$ cat config.mk
export PLATFORM = sky130hd
export DESIGN_NAME = lbbcd_cell
export DESIGN_NICKNAME = d
export VERILOG_FILES = /design/src/hdl/lbbcd_pkg.sv /design/src/hdl/lbbcd_cell.sv
export SDC_FILE = /design/constraint.sdc
export NUM_CORES = 1
export LEC_CHECK = 0
export ABC_CLOCK_PERIOD_IN_PS = 2750
export BUFFER_PORTS_ARGS = -buffer_cell sky130_fd_sc_hd__buf_2
export CAP_MARGIN = 20
export CORE_UTILIZATION = 48
export DETAILED_ROUTE_END_ITERATION = 8
export HOLD_SLACK_MARGIN = 0.05
export PLACE_DENSITY = 0.84
export RECOVER_POWER = 50
export SLEW_MARGIN = 20
export SYNTH_ARGS = -nofsm -noshare
export SYNTH_HDL_FRONTEND = slang
export SYNTH_SLANG_ARGS = --single-unit
$ cat constraint.sdc
create_clock -name clk_i -period 2.75 [get_ports clk_i]
set_clock_uncertainty 0.05 [all_clocks]
set_input_delay 0.55 -clock clk_i [delete_from_list [all_inputs] [get_ports clk_i]]
set_output_delay 0.55 -clock clk_i [all_outputs]
set_load 0.02 [all_outputs]
$ cat src/hdl/lbbcd_pkg.sv
// package: shared constants and types of the cache directory
`default_nettype none
package lbbcd_pkg;
  localparam int unsigned ENTRIES_DEF    = 32;
  localparam int unsigned STAMP_BITS_DEF = 40;
  localparam int unsigned KEY_W    = 18;
  localparam int unsigned SIZE_W   = 32;
  localparam int unsigned BUDGET_W = 40;
  localparam int unsigned USED_W   = 41;
  localparam int unsigned CNT_W    = 40;
  localparam int unsigned SLOT_W   = 5;
  localparam int unsigned EVC_W    = 6;
  localparam logic [BUDGET_W-1:0] BUDGET_RESET = 40'd67108864;

  typedef enum logic [0:0] {
    FUNC_LOOKUP = 1'b0,
    FUNC_INSERT = 1'b1
  } func_e;

  typedef enum logic [2:0] {
    ST_IDLE,
    ST_SCAN,
    ST_DECIDE,
    ST_EVICT,
    ST_WRITE,
    ST_OUT
  } state_e;
endpackage
`default_nettype wire

$ cat src/hdl/lbbcd_cell.sv
// one directory slot; takes part in a rippling min-stamp, key-match and free-slot chain
`default_nettype none
module lbbcd_cell #(
  parameter int unsigned STAMP_BITS = lbbcd_pkg::STAMP_BITS_DEF,
  parameter int unsigned IDX_W      = 5
) (
  input  wire logic                          clk_i,
  input  wire logic                          rst_ni,
  input  wire logic [IDX_W-1:0]              my_idx_i,
  // chain in from lower neighbour (registered there)
  input  wire logic                          c_found_i,
  input  wire logic [IDX_W-1:0]              c_found_idx_i,
  input  wire logic                          c_min_vld_i,
  input  wire logic [STAMP_BITS-1:0]         c_min_stamp_i,
  input  wire logic [IDX_W-1:0]              c_min_idx_i,
  input  wire logic [lbbcd_pkg::SIZE_W-1:0]  c_min_size_i,
  input  wire logic                          c_free_vld_i,
  input  wire logic [IDX_W-1:0]              c_free_idx_i,
  // chain out, registered
  output logic                               c_found_o,
  output logic [IDX_W-1:0]                   c_found_idx_o,
  output logic                               c_min_vld_o,
  output logic [STAMP_BITS-1:0]              c_min_stamp_o,
  output logic [IDX_W-1:0]                   c_min_idx_o,
  output logic [lbbcd_pkg::SIZE_W-1:0]       c_min_size_o,
  output logic                               c_free_vld_o,
  output logic [IDX_W-1:0]                   c_free_idx_o,
  // broadcast control
  input  wire logic [lbbcd_pkg::KEY_W-1:0]   key_i,
  input  wire logic                          clr_i,
  input  wire logic                          wr_i,
  input  wire logic                          stamp_wr_i,
  input  wire logic [lbbcd_pkg::SIZE_W-1:0]  size_i,
  input  wire logic [STAMP_BITS-1:0]         stamp_i,
  output logic                               valid_o
);
  logic                          valid_q;
  logic [lbbcd_pkg::KEY_W-1:0]   key_q;
  logic [lbbcd_pkg::SIZE_W-1:0]  size_q;
  logic [STAMP_BITS-1:0]         stamp_q;
  logic                          take_min;

  assign valid_o  = valid_q;
  // strict compare keeps the lowest slot on a tie
  assign take_min = valid_q && (!c_min_vld_i || stamp_q < c_min_stamp_i);

  always_ff @(posedge clk_i or negedge rst_ni) begin
    if (!rst_ni) begin
      valid_q <= 1'b0;
    end else if (clr_i) begin
      valid_q <= 1'b0;
    end else if (wr_i) begin
      valid_q <= 1'b1;
    end
  end

  always_ff @(posedge clk_i) begin
    if (wr_i) begin
      key_q  <= key_i;
      size_q <= size_i;
    end
    if (wr_i || stamp_wr_i) begin
      stamp_q <= stamp_i;
    end
    c_found_o     <= c_found_i || (valid_q && key_q == key_i);
    c_found_idx_o <= c_found_i ? c_found_idx_i : my_idx_i;
    c_min_vld_o   <= c_min_vld_i || valid_q;
    c_min_stamp_o <= take_min ? stamp_q : c_min_stamp_i;
    c_min_idx_o   <= take_min ? my_idx_i : c_min_idx_i;
    c_min_size_o  <= take_min ? size_q : c_min_size_i;
    c_free_vld_o  <= c_free_vld_i || !valid_q;
    c_free_idx_o  <= c_free_vld_i ? c_free_idx_i : my_idx_i;
  end
endmodule
`default_nettype wire

==> run summary <==
* Hold Crit Depth: 2
* main combinational cell family by area after synthesis: multiplexers
* number of enable-type register cells in the synthesized netlist: 90
* library cells used by synthesis: 33
* routing usage on met3: 0.0772
* mean instance size in the synthesized netlist: 15.3 um^2
* Syn Std Cell Area: 6900 um^2
* reg-to-reg slack, setup: 70 ps
* core area: 13900 um^2
* CTS Buf Count: 17
* number of global-route vias before repair: 4905
* highest clock frequency the design can meet: 374 MHz
* deepest clock path buffer count: 2
* ratio of cells with drive above 1 in the final layout: 0.481
* WS Path Type: reg2reg
* height of the die: 122 um
* share of the synthesized area in the top cell type: 0.392
* slowest stage cell on the critical path: edfxtp_1
* First-pass DRT Iterations: 4
* post-route fraction of the period consumed by the critical path: 0.973
* setup violation total in the final timing report: 0
* initial drt markers: 176
* H-tree depth: 4
* Routability Congestion: 0.816
* slew of the pin with the lowest slew margin: 1310 ps
* syn nets: 679
* Yosys warning count: 0
* maximum fanout along the worst path: 31
* vias per cell: 4.86
* clock latency on the worst-skew pair: 420 ps
* Synth Area in Simple Gates: 0.0308
* clock sink count: 181
* mux cell area share after synthesis: 0.157
* post-route worst setup slack: 74.7 ps
* clock tree from TritonCTS: built
* Power Density: 709 nW/um^2
* startpoint types: flip-flop
* launch instance of the worst min-delay path: clr_i
* flip-flop and latch count after synthesis: 181
* total vias in the final route: 4596
* Yosys top cell by area: edfxtp_1
* antenna violations before repair: 2
* first-pass GRT wire length: 23400 um
* most frequent cells after synthesis: dfxtp_1, edfxtp_1, mux2_2
* Syn Inst Count: 450
* delay contributed by the slowest stage of the critical path: 410 ps
* fin nets: 981
* total global routing overflow: 0
* Worst Reg2Reg Path Length in Cells: 9
* headroom to the max-slew limit: 0.125
* Top Usage Layer GRT: met2
* xor and xnor fraction of the mapped netlist area: 0.0229
* leakage power: 4.11 nW
* sequential fraction of the synthesis area: 0.657
* Port-buffer cells: 280
* met1 Track Usage GR: 0.220
* fraction of met2 tracks used by global routing: 0.387
* average routed wire per standard cell: 16.6 um
* post-route standard cell area excluding fillers: 9140 um^2
* data required time at the worst endpoint: 3000 ps
* final period demand of the worst path: 2680 ps
* r2r startpoint: stamp_q[17]
* fraction of the mapped netlist area in compound gates: 0.0290
* worst setup slack before clock tree synthesis: -299 ps
* worst min path class: in2reg
* result of the run: finished clean
* HPWL Detailed: 11700 um
* Antenna Violating Nets Remaining: 0
* Critical path origin: stamp_q[17]
* maximum number of pins on one net before global-route repair: 52
* crit path cell chain: ha_1, a21oi_1, o21ai_0, a221oi_2, o2111ai_2, o22ai_4, buf_12, buf_16, mux2_2
* cell area after placement: 8560 um^2
* biggest area contributors in the synthesized netlist: edfxtp_1, dfxtp_1, mux2_2, ha_1, mux2_4
* routed wire length: 15700 um
* Row Count: 43
* predominant post-synthesis flop cell: edfxtp_1
* Initial Utilization: 0.495
* area share of fa/ha/maj cells after synthesis: 0.0707
* io pins: 281
* total routing usage reported by global routing: 0.214
* clock root buffer master: clkbuf_16
* Crit path arrival time: 2930 ps
* die footprint: 14900 um^2
* Max IR drop VDD: 389 uV
* Total Power: 6.47 mW
* final hold viol count: 0
* clock-pin slew on the worst setup and hold paths: 60 ps
* final routed DRC violation total: 0
* Slew Limit Fails: 0
* max-capacitance violation count: 0
* type of element capturing the critical path: flip-flop
* area grow syn2layout: 32.4%
* width of the die: 122 um
* post-synthesis async set-or-reset flop share: 0.00552
cells in the final DEF, fill, tap and decap left out, types with 6 or more instances in the layout:
cell type / n
buf_2: 235
buf_4: 6
xnor2_1: 18
edfxtp_1: 90
mux2_2: 57
a21oi_1: 15
ha_1: 38
nand4_1: 8
dfxtp_1: 90
clkbuf_1: 51
mux2_4: 28
nor2_1: 6
inv_1: 41
o21ai_0: 7
clkbuf_16: 17
nand2_1: 13
state kept, by name, summed over array words and instances (netlist names):
| register | count |
|---|---|
| c_min_size_o | 32 |
| stamp_q | 40 |
| key_q | 18 |
| valid_o | 1 |
| c_free_idx_o | 5 |
| c_min_vld_o | 1 |
| c_free_vld_o | 1 |
| c_found_idx_o | 5 |
| size_q | 32 |
| c_min_stamp_o | 40 |
| c_found_o | 1 |
| c_min_idx_o | 5 |
area by class of cell:
class | count | area (um^2)
Timing Repair Buffer | 293 | 1500
Clock buffer | 24 | 472
Inverter | 41 | 154
Sequential cell | 181 | 4530
Clock inverter | 8 | 51.3
Tap cell | 180 | 225
Antenna cell | 1 | 2.50
Fill cell | 1044 | 4800
Multi-Input combinational cell | 218 | 2200
critical path, delay by kind of cell (launching register included):
family	cells	cell delay, ps
buffers and inverters	2	370
flip-flops	1	410
AO/OA/AOI/OAI	5	1020
multiplexers	1	370
adder cells (fa/ha/maj)	1	310
cell families (layout without fill, tap and decap cells):
family,after synthesis,in the layout
buffers and inverters,51,366
multiplexers,87,87
adder cells (fa/ha/maj),39,39
AND/OR/NAND/NOR,42,42
flip-flops,181,181
AO/OA/AOI/OAI,32,32
other,0,1
XOR/XNOR,18,18
what timing repair did:
| action | 4_1_cts | 5_1_grt |
|---|---|---|
| hold endpoints to repair | 1 | 0 |
| hold buffers | 1 | 0 |
| resized for setup | 4 | 5 |
| setup buffers | 1 | 0 |
| cloned | 1 | 0 |
| pin swaps | 3 | 7 |
| endpoints found under the setup margin | 13 | 51 |
per-layer routing:
| metal | up-vias | part of all wire |
|---|---|---|
| met5 | - | 0 |
| met4 | 0 | 0.018 |
| met3 | 26 | 0.087 |
| met2 | 208 | 0.52 |
| met1 | 2138 | 0.37 |
| li1 | 2224 | - |
where the power goes:
part	internal (mW)	switching (mW)	leakage [nW]
Clock	1.20	0.962	0.263
Sequential	3.12	0.0993	1.67
Combinational	0.512	0.576	2.17
path summary, 6_finish.rpt:
check                                    to
min in group asynchronous           valid_o
max in group asynchronous           valid_o
hold reg to reg            c_min_size_o[14]
setup / recovery             c_min_idx_o[4]
setup reg to reg             c_min_idx_o[4]
hold / removal                      valid_o
stage by stage:
stage | utilization | setup TNS [ps] | cells | hold slack [ps]
final | 0.656 | 0 | 946 | 227
after global routing | 0.656 | -0.616 | 946 | 210
after CTS | 0.658 | 0 | 945 | 211
after detailed placement | 0.614 | -18310 | 910 | 277
after global placement | 0.614 | -14550 | 910 | 275
after floorplan | - | 0 | 450 | 204
(Power assumes the default switching activity.)
